===== src/rtl/core/wtd_pkg.sv =====
// ----------------------------------------------------------------------------
// wtd_pkg
// Types and constants shared by the whitespace tokenizer and its channels.
// ----------------------------------------------------------------------------
package wtd_pkg;

    localparam int FIELD_W = 16;

    localparam logic [1:0] EV_START  = 2'd0;
    localparam logic [1:0] EV_END    = 2'd1;
    localparam logic [1:0] EV_NUMBER = 2'd2;
    localparam logic [1:0] EV_STRING = 2'd3;

    localparam logic CMD_BYTE = 1'b0;
    localparam logic CMD_END  = 1'b1;

    localparam logic [1:0] REG_START_EN  = 2'd0;
    localparam logic [1:0] REG_END_EN    = 2'd1;
    localparam logic [1:0] REG_NUMBER_EN = 2'd2;
    localparam logic [1:0] REG_TEXT_EN   = 2'd3;

    localparam logic [7:0] CH_SPACE = 8'h20;
    localparam logic [7:0] CH_TAB   = 8'h09;
    localparam logic [7:0] CH_NL    = 8'h0A;
    localparam logic [7:0] CH_NUL   = 8'h00;
    localparam logic [7:0] CH_ZERO  = 8'h30;
    localparam logic [7:0] CH_NINE  = 8'h39;

    // largest value that can still take another digit: (2^64-1)/10, (2^64-1)%10
    localparam logic [63:0] VALUE_LIMIT = 64'h1999_9999_9999_9999;
    localparam logic [3:0]  LIMIT_DIGIT = 4'd5;

    typedef struct packed {
        logic       command;
        logic [7:0] byte_value;
    } in_item_t;

    typedef struct packed {
        logic [1:0]         event_kind;
        logic [63:0]        number_value;
        logic [FIELD_W-1:0] token_offset;
        logic [FIELD_W-1:0] token_length;
        logic               last_of_run;
    } out_item_t;

    typedef struct packed {
        logic [1:0] index;
        logic       data;
    } cfg_req_t;

    typedef struct packed {
        logic [1:0] num;
        out_item_t  first;
        out_item_t  second;
    } wtd_push_t;

endpackage


===== src/rtl/core/wtd_in_if.sv =====
// ----------------------------------------------------------------------------
// wtd_in_if
// Input byte channel: valid/ready with one line byte or end-of-line request.
// ----------------------------------------------------------------------------
interface wtd_in_if;
    import wtd_pkg::*;

    logic     valid;
    logic     ready;
    in_item_t payload;

    modport source (output valid, output payload, input ready);
    modport sink (input valid, input payload, output ready);
endinterface


===== src/rtl/core/wtd_out_if.sv =====
// ----------------------------------------------------------------------------
// wtd_out_if
// Result channel: valid/ready with one tokenizer event.
// ----------------------------------------------------------------------------
interface wtd_out_if;
    import wtd_pkg::*;

    logic      valid;
    logic      ready;
    out_item_t payload;

    modport source (output valid, output payload, input ready);
    modport sink (input valid, input payload, output ready);
endinterface


===== src/rtl/core/wtd_cfg_if.sv =====
// ----------------------------------------------------------------------------
// wtd_cfg_if
// Configuration write channel: valid/ready with register index and data.
// ----------------------------------------------------------------------------
interface wtd_cfg_if;
    import wtd_pkg::*;

    logic     valid;
    logic     ready;
    cfg_req_t payload;

    modport source (output valid, output payload, input ready);
    modport sink (input valid, input payload, output ready);
endinterface


===== src/rtl/core/wtd_result_queue.sv =====
// ----------------------------------------------------------------------------
// wtd_result_queue
// Four-entry result queue; takes up to two events per cycle, sends one while result.ready is high.
// ----------------------------------------------------------------------------
module wtd_result_queue (
    input  logic               clk,
    input  logic               rst_n,
    input  wtd_pkg::wtd_push_t push,
    output logic               room,
    wtd_out_if.source          result
);
    import wtd_pkg::*;

    out_item_t  mem_reg [4];
    logic [1:0] head_reg;
    logic [1:0] head_next;
    logic [1:0] tail_reg;
    logic [1:0] tail_next;
    logic [2:0] count_reg;
    logic [2:0] count_next;
    logic       pop;

    assign room           = (count_reg <= 3'd2);
    assign result.valid   = (count_reg != 3'd0);
    assign result.payload = mem_reg[head_reg];
    assign pop            = result.valid && result.ready;

    always_comb
    begin
        head_next  = head_reg + {1'b0, pop};
        tail_next  = tail_reg + push.num;
        count_next = count_reg + {1'b0, push.num} - {2'b00, pop};
    end

    always_ff @(posedge clk)
    begin
        if (push.num != 2'd0)
        begin
            mem_reg[tail_reg] <= push.first;
        end
        if (push.num == 2'd2)
        begin
            mem_reg[tail_reg + 2'd1] <= push.second;
        end
    end

    always_ff @(posedge clk or negedge rst_n)
    begin
        if (!rst_n)
        begin
            head_reg  <= '0;
            tail_reg  <= '0;
            count_reg <= '0;
        end
        else
        begin
            head_reg  <= head_next;
            tail_reg  <= tail_next;
            count_reg <= count_next;
        end
    end
endmodule


===== src/rtl/core/whitespace_tokenizer_decimal.sv =====
// Events enter the result queue when their request is accepted and are offered
// from its head. Throughput: one request per cycle while the queue has room; a
// request with two events is buffered by the four-entry result queue.
// Reset: all enables clear, no line open, result queue empty.
// ----------------------------------------------------------------------------
// whitespace_tokenizer_decimal
// Splits a byte stream into whitespace-separated tokens, parsing digit tokens.
// ----------------------------------------------------------------------------
module whitespace_tokenizer_decimal #(
    parameter int POSITION_BITS = 16
) (
    input  logic      clk,
    input  logic      rst_n,
    wtd_in_if.sink    item,
    wtd_cfg_if.sink   cfg,
    wtd_out_if.source result
);
    import wtd_pkg::*;

    logic                     start_en_reg;
    logic                     end_en_reg;
    logic                     number_en_reg;
    logic                     text_en_reg;

    logic                     line_open_reg;
    logic                     line_open_next;
    logic                     inside_reg;
    logic                     inside_next;
    logic                     digits_reg;
    logic                     digits_next;
    logic                     ovf_reg;
    logic                     ovf_next;
    logic [63:0]              value_reg;
    logic [63:0]              value_next;
    logic [POSITION_BITS-1:0] pos_reg;
    logic [POSITION_BITS-1:0] pos_next;
    logic [POSITION_BITS-1:0] begin_reg;
    logic [POSITION_BITS-1:0] begin_next;

    logic                     accept;
    logic                     room;
    logic                     is_end;
    logic                     is_sep;
    logic                     is_digit;
    logic [3:0]               digit;
    logic                     cur_inside;
    logic                     cur_digits;
    logic                     cur_ovf;
    logic [63:0]              cur_value;
    logic [POSITION_BITS-1:0] cur_pos;
    logic [POSITION_BITS-1:0] cur_begin;
    logic [POSITION_BITS-1:0] tok_len;
    logic [63:0]              value_x10;
    logic                     will_ovf;

    logic                     start_v;
    logic                     tok_v;
    logic                     end_v;
    logic                     closing;
    out_item_t                start_ev;
    out_item_t                tok_ev;
    out_item_t                end_ev;
    wtd_push_t                push;

    assign accept     = item.valid && item.ready;
    assign item.ready = room;
    assign cfg.ready  = 1'b1;

    assign is_end   = (item.payload.command == CMD_END);
    assign is_sep   = (item.payload.byte_value == CH_SPACE) ||
                      (item.payload.byte_value == CH_TAB) ||
                      (item.payload.byte_value == CH_NL) ||
                      (item.payload.byte_value == CH_NUL);
    assign is_digit = (item.payload.byte_value >= CH_ZERO) &&
                      (item.payload.byte_value <= CH_NINE);
    assign digit    = 4'(item.payload.byte_value - CH_ZERO);

    // a closed line behaves as a freshly opened one
    assign cur_inside = line_open_reg && inside_reg;
    assign cur_digits = !line_open_reg || digits_reg;
    assign cur_ovf    = line_open_reg && ovf_reg;
    assign cur_value  = line_open_reg ? value_reg : '0;
    assign cur_pos    = line_open_reg ? pos_reg : '0;
    assign cur_begin  = line_open_reg ? begin_reg : '0;
    assign tok_len    = cur_pos - cur_begin;

    assign value_x10 = {cur_value[60:0], 3'b000} + {cur_value[62:0], 1'b0};
    assign will_ovf  = (cur_value > VALUE_LIMIT) ||
                       ((cur_value == VALUE_LIMIT) && (digit > LIMIT_DIGIT));

    always_comb
    begin
        closing = accept && (is_end || is_sep) && cur_inside;
        start_v = accept && !line_open_reg && start_en_reg;
        end_v   = accept && is_end && end_en_reg;
        tok_v   = closing && (cur_digits ? (number_en_reg && (!cur_ovf || text_en_reg))
                                         : text_en_reg);

        start_ev              = '0;
        start_ev.event_kind   = EV_START;
        end_ev                = '0;
        end_ev.event_kind     = EV_END;
        tok_ev                = '0;
        tok_ev.event_kind     = (cur_digits && !cur_ovf) ? EV_NUMBER : EV_STRING;
        tok_ev.number_value   = (cur_digits && !cur_ovf) ? cur_value : '0;
        tok_ev.token_offset   = FIELD_W'(cur_begin);
        tok_ev.token_length   = FIELD_W'(tok_len);

        push          = '0;
        push.num      = 2'({1'b0, start_v} + {1'b0, tok_v} + {1'b0, end_v});
        push.first    = start_v ? start_ev : (tok_v ? tok_ev : end_ev);
        push.second   = (start_v && tok_v) ? tok_ev : end_ev;
        if (push.num == 2'd1)
        begin
            push.first.last_of_run = 1'b1;
        end
        push.second.last_of_run = 1'b1;
    end

    always_comb
    begin
        line_open_next = line_open_reg;
        inside_next    = inside_reg;
        digits_next    = digits_reg;
        ovf_next       = ovf_reg;
        value_next     = value_reg;
        pos_next       = pos_reg;
        begin_next     = begin_reg;
        if (accept)
        begin
            if (is_end)
            begin
                line_open_next = 1'b0;
                inside_next    = 1'b0;
                digits_next    = 1'b1;
                ovf_next       = 1'b0;
                value_next     = '0;
                pos_next       = '0;
                begin_next     = '0;
            end
            else
            begin
                line_open_next = 1'b1;
                pos_next       = cur_pos + 1'b1;
                if (is_sep)
                begin
                    inside_next = 1'b0;
                    digits_next = 1'b1;
                    ovf_next    = 1'b0;
                    value_next  = '0;
                    begin_next  = cur_begin;
                end
                else
                begin
                    inside_next = 1'b1;
                    begin_next  = cur_inside ? cur_begin : cur_pos;
                    digits_next = cur_inside ? cur_digits : 1'b1;
                    ovf_next    = cur_inside ? cur_ovf : 1'b0;
                    value_next  = cur_inside ? cur_value : '0;
                    if (is_digit)
                    begin
                        if (!(cur_inside && cur_ovf))
                        begin
                            if (cur_inside && will_ovf)
                            begin
                                ovf_next = 1'b1;
                            end
                            else if (cur_inside)
                            begin
                                value_next = value_x10 + 64'(digit);
                            end
                            else
                            begin
                                value_next = 64'(digit);
                            end
                        end
                    end
                    else
                    begin
                        digits_next = 1'b0;
                    end
                end
            end
        end
    end

    always_ff @(posedge clk or negedge rst_n)
    begin
        if (!rst_n)
        begin
            start_en_reg  <= 1'b0;
            end_en_reg    <= 1'b0;
            number_en_reg <= 1'b0;
            text_en_reg   <= 1'b0;
            line_open_reg <= 1'b0;
            inside_reg    <= 1'b0;
            digits_reg    <= 1'b1;
            ovf_reg       <= 1'b0;
            value_reg     <= '0;
            pos_reg       <= '0;
            begin_reg     <= '0;
        end
        else
        begin
            if (cfg.valid)
            begin
                unique case (cfg.payload.index)
                    REG_START_EN:  start_en_reg  <= cfg.payload.data;
                    REG_END_EN:    end_en_reg    <= cfg.payload.data;
                    REG_NUMBER_EN: number_en_reg <= cfg.payload.data;
                    REG_TEXT_EN:   text_en_reg   <= cfg.payload.data;
                endcase
            end
            line_open_reg <= line_open_next;
            inside_reg    <= inside_next;
            digits_reg    <= digits_next;
            ovf_reg       <= ovf_next;
            value_reg     <= value_next;
            pos_reg       <= pos_next;
            begin_reg     <= begin_next;
        end
    end

    wtd_result_queue u_queue (
        .clk    (clk),
        .rst_n  (rst_n),
        .push   (push),
        .room   (room),
        .result (result)
    );
endmodule

===== src/flat_wrapper.sv =====
// flat-port wrapper written by rule: the top's interface ports become plain ports
module whitespace_tokenizer_decimal_flat import wtd_pkg::*;
#(
    parameter int POSITION_BITS = 16
)
  (clk, rst_n, item_valid, item_payload, item_ready, cfg_valid, cfg_payload, cfg_ready, result_valid, result_payload, result_ready);
  wtd_in_if item_i ();
  wtd_cfg_if cfg_i ();
  wtd_out_if result_i ();
  input  logic clk;
  input  logic rst_n;
  input wire logic [$bits(item_i.valid)-1:0] item_valid;
  input wire logic [$bits(item_i.payload)-1:0] item_payload;
  output wire logic [$bits(item_i.ready)-1:0] item_ready;
  input wire logic [$bits(cfg_i.valid)-1:0] cfg_valid;
  input wire logic [$bits(cfg_i.payload)-1:0] cfg_payload;
  output wire logic [$bits(cfg_i.ready)-1:0] cfg_ready;
  output wire logic [$bits(result_i.valid)-1:0] result_valid;
  output wire logic [$bits(result_i.payload)-1:0] result_payload;
  input wire logic [$bits(result_i.ready)-1:0] result_ready;
  assign item_i.valid = item_valid;
  assign item_i.payload = item_payload;
  assign item_ready = item_i.ready;
  assign cfg_i.valid = cfg_valid;
  assign cfg_i.payload = cfg_payload;
  assign cfg_ready = cfg_i.ready;
  assign result_valid = result_i.valid;
  assign result_payload = result_i.payload;
  assign result_i.ready = result_ready;
  whitespace_tokenizer_decimal #(.POSITION_BITS(POSITION_BITS)) u_core (.clk(clk), .rst_n(rst_n), .item(item_i), .cfg(cfg_i), .result(result_i));
endmodule

===== config.mk =====
export PLATFORM = sky130hd
export DESIGN_NAME = whitespace_tokenizer_decimal_flat
export DESIGN_NICKNAME = d
export VERILOG_FILES = /design/src/rtl/core/wtd_pkg.sv /design/src/rtl/core/wtd_in_if.sv /design/src/rtl/core/wtd_out_if.sv /design/src/rtl/core/wtd_cfg_if.sv /design/src/rtl/core/wtd_result_queue.sv /design/src/rtl/core/whitespace_tokenizer_decimal.sv /design/src/flat_wrapper.sv
export SDC_FILE = /design/constraint.sdc
export NUM_CORES = 1
export LEC_CHECK = 0
export BUFFER_PORTS_ARGS = -buffer_cell sky130_fd_sc_hd__buf_2
export CAP_MARGIN = 20
export CORE_MARGIN = 4
export CORE_UTILIZATION = 40
export CTS_CLUSTER_DIAMETER = 150
export CTS_CLUSTER_SIZE = 25
export DETAILED_ROUTE_END_ITERATION = 8
export PLACE_DENSITY_LB_ADDON = 0.15
export SETUP_SLACK_MARGIN = 0.05
export SYNTH_ARGS = -nofsm -noshare
export SYNTH_HDL_FRONTEND = slang
export SYNTH_SLANG_ARGS = --single-unit

===== constraint.sdc =====
create_clock -name clk -period 22.4 [get_ports clk]
set_input_delay 2.24 -clock clk [delete_from_list [all_inputs] [get_ports clk]]
set_output_delay 2.24 -clock clk [all_outputs]
set_load 0.005 [all_outputs]

Word level (Yosys, flattened, before mapping) --
Memories as Yosys holds them, arrays and structs flattened. Index checks and enable logic that the tools add are counted.
Cells by class: equality and inequality tests 9, reductions and logical operators 35, muxes and demuxes 38, magnitude comparators 5, add/subtract/negate cells 12
Operators with widths (count):
- two-way mux 64 bit | 9
- two-way mux 99 bit | 3
- two-way mux 16 bit | 6
- adder 64 x 4 -> 64 bit | 1
- adder 64 bit | 1
- equality test 64 x 61 -> 1 bit, second input constant | 1
- > comparator 64 x 61 -> 1 bit, second input constant | 1
- two-way mux 1 bit | 20
- logical AND 1 bit | 18
- adder 16 x 1 -> 16 bit, second input constant | 1
- equality test 8 x 4 -> 1 bit, second input constant | 2
- subtractor 16 bit | 1
- equality test 8 x 6 -> 1 bit, second input constant | 1
- greater-or-equal comparator 8 x 6 -> 1 bit, second input constant | 1
- less-or-equal comparator 8 x 6 -> 1 bit, second input constant | 1
- zero test 8 bit | 1
- AND reduction 2 bit | 4
- logical OR 1 bit | 7
- equality test 2 bit, second input constant | 3
- adder 2 x 1 -> 2 bit | 2
- equality test 2 x 1 -> 1 bit, second input constant | 2
- > comparator 4 x 3 -> 1 bit, second input constant | 1
- subtractor 4 x 1 -> 4 bit, second input constant | 1
- adder 3 x 2 -> 3 bit | 1
- 9 further kinds | 10
Storage, ports and cells: memories kept 1, bits in writable memories 396, output and inout bits 102, flip-flop bits (word level) 111, word-level logic and storage cells 114, input port bits 17
Memory list:
- u_core.u_queue.mem_reg | words 4, width 99, read ports 1, clocked after Yosys merged registers in 0, write ports 2, line wtd_result_queue.sv:14 | out_item_t mem_reg [4];

Depth between registers and ports, before layout --
Gate-level depths: netlist of the first run.
word-level depth 13, mapped depth 20, gate-level depth less buffers 15

Modules after synthesis --
From an unflattened synthesis of the first run, not the netlist that was laid out.
Unflattened totals: cells, all modules 2273, area total of the unflattened synthesis 30181.4 um^2
Modules (own cells, without submodules):
- wtd_result_queue | instances 1, cells an instance 998, area an instance 19510.0 um^2, sequential area each 12066.6 um^2
- whitespace_tokenizer_decimal | instances 1, cells an instance 1275, area an instance 10671.5 um^2, sequential area each 2603.7 um^2

Worst setup path before layout of the first run --
Ideal clock, no wire load.
path type input-to-reg, start point in item_payload[3], end point mem u_core.u_queue.mem_reg[2][10] in the netlist's numbering (enable), setup slack 12.897 ns, required time 21.811 ns, data arrival time 8.915 ns, path buffers 1, setup time 0.589 ns, stages on the path 10, cells stage by stage nor2b_1 > a21oi_1 > o2bb2ai_1 > and3_1 > o21ai_0 > fa_1 > clkbuf_1 > nand2_1 > o21a_1 > o22ai_1
RTL lines:
- from (decl) | line flat_wrapper.sv:13 | input wire logic [$bits(item_i.payload)-1:0] item_payload;
- to (decl) | line wtd_result_queue.sv:14

==> metrics.yaml, run 1 <==
run_status:
  outcome: "completed"
clocking:
  cts-root-buf: "clkbuf_16"
  post_cts_buffers: 0
  cts_resized: 0
  clkTransAtPathRegs_ps: 120
  cts_tree: "yes"
  cts_buffer_depth: 3
  h-tree-depth: 1
  cts_inserted_buffers: 24
  hold_buffers: 0
  clock-sinks: 507
  clk_latency_ps: 600
detailed_routing:
  vias: 18098
  drt_pre_antenna_iters: 5
  wl_um: 69300
  drc: 0
  wl_per_cell_um: 21.4
  drtAntennaViolNets: 0
  drt_first_iter_violations: 1586
  routed_via_density: 5.59
cells_and_area:
  diodes: 0
  utilization: 0.438
  nets: 2522
  areaGrowthSynthToFinish_pct: 7.93
  largest_reg_flops: 396
  layout-drive-gt1-share: 0.130
floorplanning:
  row_count: 94
  die_h_um: 267
  dieArea_sq_um: 71200
  initial_core_util: 0.405
  core_area_sq_um: 66100
  ios: 119
  die_x_um: 267
sta:
  fin_crit_ps: 6560
  rsz0062_at_grt: "false"
  worst_pin_slew_ps: 1100
  hold_viol_final: 0
  fmax_mhz: 152
  period_share: 0.293
  clock_skew_ps: 42.3
  setup_viol: 0
  fin_setup_tns_ps: 0
  slew_viol_final: 0
  slew-limit-headroom: 0.264
global_routing:
  grt_pass1_wl_um: 109000
  track_usage: 0.194
  overflow: 0
  antenna_found_initial: 0
  grt_pass1_vias: 18362
  grt_max_degree: 72
synthesis:
  seq_area_frac_synth: 0.546
  async_flop_share: 0.219
  syn_nets: 2485
  synthDistinctLibCells: 82
  synth_flop_cell: "edfxtp_1"
  syn_inst: 2321
  synth_edf_count: 392
  synth_area_sq_um: 26800
  yosys_warnings: 0
  syn_area_per_cell_sq_um: 11.5
  ys_ff_latch: 507
setup_path:
  crit_arrival_ps: 6760
  worst_ep_required_time_ps: 22590
  path_cells: "buf_2, nor2b_1, a21oi_1, o2bb2ai_1, and3_1, o21ai_0, fa_1, o21ai_0, nor2_4, buf_4, buf_4"
  crit_path_top_delay_cell: "fa_1"
  endpoint_kind: "flop"
  start_kind: "primary input"
  crit_type: "primary input to flop"
  cp_max_fo: 40
  cpPeakStageDelay_ps: 900
placed_design:
  portBuffers: 117
  routabilityCongestion: 0.879
  dp_hpwl_um: 45000
hold_path:
  hold_class: "flop to flop"
power_and_ir_drop:
  leakage_nw: 10.7
  power_density_nw_per_um2: 82.1
  vdd_ir_drop_max_mv: 0.0614
flow_run:
  max_cap_violations: 0
logic make-up after synthesis:
family,after synthesis,share of synthesized area
multiplexers,110,0.0875
XOR/XNOR,78,0.0255
adder cells (fa/ha/maj),147,0.0698
flip-flops,507,0.546
AO/OA/AOI/OAI,405,0.0977
buffers and inverters,165,0.0249
other,1,0.000140
AND/OR/NAND/NOR,908,0.149
cell usage after synthesis, types with 8 or more instances:
cell type / n / area share
a32oi_1: 8 / 0.0026
nand2_1: 243 / 0.034
buf_2: 12 / 0.0022
and3_1: 11 / 0.0026
and2_1: 82 / 0.019
buf_1: 27 / 0.0038
edfxtp_1: 392 / 0.44
a21oi_1: 83 / 0.016
nand2b_1: 8 / 0.0019
a31oi_1: 17 / 0.0040
o31ai_1: 10 / 0.0028
o21ai_0: 125 / 0.023
dfrtp_1: 110 / 0.10
nor2_1: 442 / 0.062
inv_1: 36 / 0.0050
nor2b_1: 10 / 0.0023
mux4_2: 99 / 0.083
xor2_1: 38 / 0.012
a22o_1: 15 / 0.0049
a211oi_1: 12 / 0.0034
or3_1: 11 / 0.0026
clkbuf_1: 85 / 0.012
o211ai_1: 10 / 0.0028
nand3_1: 29 / 0.0054
xnor2_1: 40 / 0.013
a21o_1: 44 / 0.012
nand4_1: 22 / 0.0051
o21a_1: 8 / 0.0022
nor3_1: 21 / 0.0039
ha_1: 143 / 0.067
layer usage:
layer | track usage | share of wire
met5 | 0 | 0
met4 | 0.0323 | 0.015
met3 | 0.0122 | 0.030
met2 | 0.350 | 0.52
met1 | 0.262 | 0.44
area by class of cell:
cell class,count,area [sq um]
Fill cell,6235,37200
Sequential cell,507,14600
Multi-Input combinational cell,1649,11600
Tap cell,864,1080
Timing Repair Buffer,140,761
Clock buffer,43,693
Inverter,36,135
Clock inverter,1,20.0
report_power, final:
group	internal [mW]	total [mW]	switching, mW	leakage, nW
Combinational	0.289	0.659	0.370	5.13
Clock	0.215	0.518	0.304	0.339
Sequential	1.12	1.20	0.0832	5.20
Total	1.62	2.38	0.757	10.7
critical path, delay by kind of cell:
kind | cells | cell delay [ps]
simple gates | 3 | 1230
buf+inv | 3 | 1470
fa+ha+maj | 1 | 900
compound gates | 4 | 810
through the flow:
stage / hold WS [ps] / instance area (sq um) / power (mW) / instances / setup slack, ps
final: 477 / 28900 / 2.38 / 3240 / 15840
after global routing: 504 / 28900 / 2.50 / 3240 / 15500
after CTS: 479 / 28900 / 2.42 / 3240 / 15850
after detailed placement: 451 / 28200 / 1.91 / 3196 / 15230
after global placement: 458 / 28200 / 1.90 / 3195 / 15220
after floorplan: 431 / 26800 / 1.61 / 2321 / 12900
placed cells by master (no fill, tap or decap), drive strengths merged, types with 10 or more instances in the layout:
cell type / count
edfxtp: 392
dfrtp: 110
and2: 84
ha: 143
a21o: 44
a31oi: 17
nand3: 29
a211oi: 14
nor2: 442
and3: 11
xnor2: 40
a22o: 15
o31ai: 10
a21oi: 85
inv: 37
mux4: 99
clkbuf: 43
or3: 12
xor2: 38
nand4: 24
nand2: 243
buf: 140
o211ai: 11
nor2b: 10
nor3: 24
o21ai: 131
path summary, 6_finish.rpt:
kind	startpoint	to	slack, ps	cells after the start
max in group asynchronous	rst_n	u_core.line_open_reg$_DFFE_PN0P_	19300	2
worst min register to register	u_core.u_queue.mem_reg[1][0]$_SDFFE_PP1P_	u_core.u_queue.mem_reg[1][0]$_SDFFE_PP1P_	480	1
worst max-delay path	item_payload[3]	u_core.u_queue.mem_reg[3][63]$_DFFE_PP_	15840	11
min in group asynchronous	rst_n	u_core.value_reg[18]$_DFFE_PN0P_	1760	1
worst min-delay path	u_core.u_queue.mem_reg[1][0]$_SDFFE_PP1P_	u_core.u_queue.mem_reg[1][0]$_SDFFE_PP1P_	480	1
worst max register to register	u_core.line_open_reg$_DFFE_PN0P_	u_core.value_reg[37]$_DFFE_PN0P_	16680	16
Note: power is estimated with default switching activity, not from simulation.
==> run 2: changes to the inputs <==
--- a/config.mk
+++ b/config.mk
@@ -5,6 +5,7 @@
 export SDC_FILE = /design/constraint.sdc
 export NUM_CORES = 1
 export LEC_CHECK = 0
+export ABC_AREA = 1
 export BUFFER_PORTS_ARGS = -buffer_cell sky130_fd_sc_hd__buf_2
 export CAP_MARGIN = 20
 export CORE_MARGIN = 4
==> constraint.sdc (replaced) <==
create_clock -name clk -period 5.6 [get_ports clk]
set_input_delay 0.56 -clock clk [delete_from_list [all_inputs] [get_ports clk]]
set_output_delay 0.56 -clock clk [all_outputs]
set_load 0.005 [all_outputs]
==> metrics.yaml, run 2 <==
run_status:
  outcome: "completed"
clocking:
  hold_buffers: 1  # +1
  h-tree-depth: 1  # unchanged
  cts_resized: 0  # unchanged
  post_cts_buffers: 0  # unchanged
  clk_latency_ps: 580  # -20 ps
  cts_tree: "yes"
  cts_inserted_buffers: 24  # unchanged
  clkTransAtPathRegs_ps: 110  # about the same
  cts_buffer_depth: 3  # unchanged
  clock-sinks: 507  # unchanged
  cts-root-buf: "clkbuf_16"
sta:
  fmax_mhz: 226
  hold_slack_ps: 313  # -164 ps
  hold_viol_final: 0  # unchanged
  fin_setup_tns_ps: 0  # unchanged
  slew-limit-headroom: 0.298  # +0.0344
  fin_crit_ps: 4420
  worst_pin_slew_ps: 1050  # -48.9 ps
  clock_skew_ps: 26.6  # -15.7 ps
  rsz0062_at_grt: "false"
  slew_viol_final: 0  # unchanged
  period_share: 0.789
  fin_ws_ps: 1180  # -14660 ps
  setup_viol: 0  # unchanged
setup_path:
  cp_max_fo: 66  # +65%
  cp_num_buf_inv: 1  # -2
  crit_path_top_delay_cell: "dfrtp_4"
  crit_type: "flop to flop"
  crit_arrival_ps: 4900  # -1860 ps
  worst_ep_required_time_ps: 6080  # -16510 ps
  path_cells: "nand2_1, xor2_1, inv_1, ha_1, fa_1, nand3_1, nand3_1, nand3_1, nand3_1, nand2_1, nand2_1, o21ai_0, nand2_1, nand3_1, nand2_1, nand2_1, nand2_1"
  cpPeakStageDelay_ps: 970  # +70 ps
  endpoint_kind: "flop"
  cp_top_family: "simple AND/OR/NAND/NOR gates"
  start_kind: "flop"
  path_common_cell: "nand2_1"
cells_and_area:
  design_area_sq_um: 33600  # +16%
  layout-drive-gt1-share: 0.0529  # -0.0767
  layout_common_cells: "nand2_1 (1174), nor2_1 (762), inv_1 (510), edfxtp_1 (392), o21ai_0 (315)"
  largest_reg_flops: 396  # unchanged
  layout.cells.most_common: "nand2_1"
  areaGrowthSynthToFinish_pct: 7.52
  diodes: 0  # unchanged
  nets: 4324  # +71%
synthesis:
  async_flop_share: 0.219  # unchanged
  synth_flop_cell: "edfxtp_1"
  synthTopCellsByCount: "nand2_1 (1179), nor2_1 (764), inv_1 (511), edfxtp_1 (392), o21ai_0 (315)"
  yosys_warnings: 0  # unchanged
  synth_edf_count: 392  # unchanged
  synth_area_sq_um: 31300  # +17%
  synth_most_common_cell: "nand2_1"
  syn_area_per_cell_sq_um: 7.53  # -35%
  synth_area_leaders: "edfxtp_1 (38%), nand2_1 (14%), nor2_1 (9.2%), dfrtp_1 (8.8%), inv_1 (6.1%)"
  ys_ff_latch: 507  # unchanged
  synthDistinctLibCells: 47  # -43%
  seq_area_frac_synth: 0.468  # -0.0784
  syn_inst: 4155  # +79%
  syn_nets: 4319  # +74%
  netlist.area_leader.share: 0.376  # -0.0631
  synth_top_area_cell: "edfxtp_1"
flow_run:
  max_cap_violations: 0  # unchanged
floorplanning:
  die_x_um: 288  # +7.8%
  ios: 119  # unchanged
  row_count: 102  # +8.5%
  initial_core_util: 0.404  # -0.00150
  core_area_sq_um: 77500  # +17%
  die_h_um: 288  # +7.8%
  dieArea_sq_um: 82800  # +16%
detailed_routing:
  drc: 0  # unchanged
  vias: 26973  # +49%
  wl_um: 97200  # +40%
  wl_per_cell_um: 18.6  # -13%
  routed_via_density: 5.17  # -7.5%
  drt_first_iter_violations: 2386  # +50%
  drt_pre_antenna_iters: 6  # +1
  drtAntennaViolNets: 0  # unchanged
power_and_ir_drop:
  leakage_nw: 14.9  # +39%
  vdd_ir_drop_max_mv: 0.271  # +340%
  power_density_nw_per_um2: 304  # +270%
placed_design:
  dpl-instance-area_sq_um: 32900  # +17%
  dp_hpwl_um: 67000  # +49%
  dp_worst_setup_slack_ps: 1150  # -14070 ps
  portBuffers: 117  # unchanged
  routabilityCongestion: 0.974  # +11%
global_routing:
  grt_pass1_vias: 25484  # +39%
  antenna_found_initial: 0  # unchanged
  overflow: 0  # unchanged
  grt_max_degree: 104  # +44%
  grt_pass1_wl_um: 150000  # +37%
  track_usage: 0.229  # +0.0358
hold_path:
  hold_class: "primary input to flop"
==> run 2: logic make-up (layout without fill, tap and decap cells) <==
kind of cell / count (synthesis) / after routing / share of synthesized area
flops: 507 / 507 / 0.468
buf+inv: 700 / 723 / 0.0879
simple gates: 2219 / 2219 / 0.281
xor+xnor: 31 / 31 / 0.00868
fa+ha+maj: 147 / 147 / 0.0597
other cells: 1 / 1 / 0.000120
compound gates: 550 / 550 / 0.0948
==> run 2: worst paths after layout <==
kind                       slack (ps)                                        end  depth (start not counted)                                 startpoint
max reg2reg                      1180           u_core.value_reg[30]$_DFFE_PN0P_                         17           u_core.line_open_reg$_DFFE_PN0P_
min                               310            u_core.value_reg[0]$_DFFE_PN0P_                          3                            item_payload[0]
max in group asynchronous        4040       u_core.u_queue.head_reg[0]$_DFF_PN0_                          3                                      rst_n
min reg2reg                       470  u_core.u_queue.mem_reg[0][0]$_SDFFE_PP1P_                          2  u_core.u_queue.mem_reg[0][0]$_SDFFE_PP1P_
min in group asynchronous         360            u_core.value_reg[2]$_DFFE_PN0P_                          2                                      rst_n
max                              1180           u_core.value_reg[30]$_DFFE_PN0P_                         17           u_core.line_open_reg$_DFFE_PN0P_
==> run 2: final cells by class <==
type / count / area, sq um
well taps: 1040 / 1300
repair buffers: 161 / 1060
flip-flops and latches: 507 / 14600
clock inverters: 1 / 20.0
multi-input cells: 2948 / 14000
clock buffers: 43 / 693
fillers: 7919 / 43800
inverters: 518 / 1950
==> run 2: metal layers <==
layer	part of all wire	track usage	wire length, um	vias up
met2	0.47	0.381	45300	715
met3	0.049	0.0156	4730	89
met1	0.47	0.334	45400	12801
li1	-	-	-	13368
met4	0.018	0.0425	1710	0
met5	0	0	0	-
==> run 2: where the power goes <==
part / switching, mW / internal, mW
sequential: 0.290 / 4.36
clock: 1.21 / 0.860
combinational: 2.45 / 1.05
==> run 2: tightest hold or removal path: cells and delay by family <==
kind | cells | cell delay [ps]
AO/OA/AOI/OAI | 2 | 200
buffers and inverters | 1 | 100
==> run 2: metrics by stage <==
step / util / instances / power (mW)
3_5_place_dp: 0.425 / 5172 / 8.29
6_report: 0.434 / 5218 / 10.2
3_3_place_gp: 0.425 / 5172 / 8.28
5_1_grt: 0.434 / 5218 / 10.8
2_1_floorplan: - / 4155 / 6.72
4_1_cts: 0.434 / 5217 / 10.3
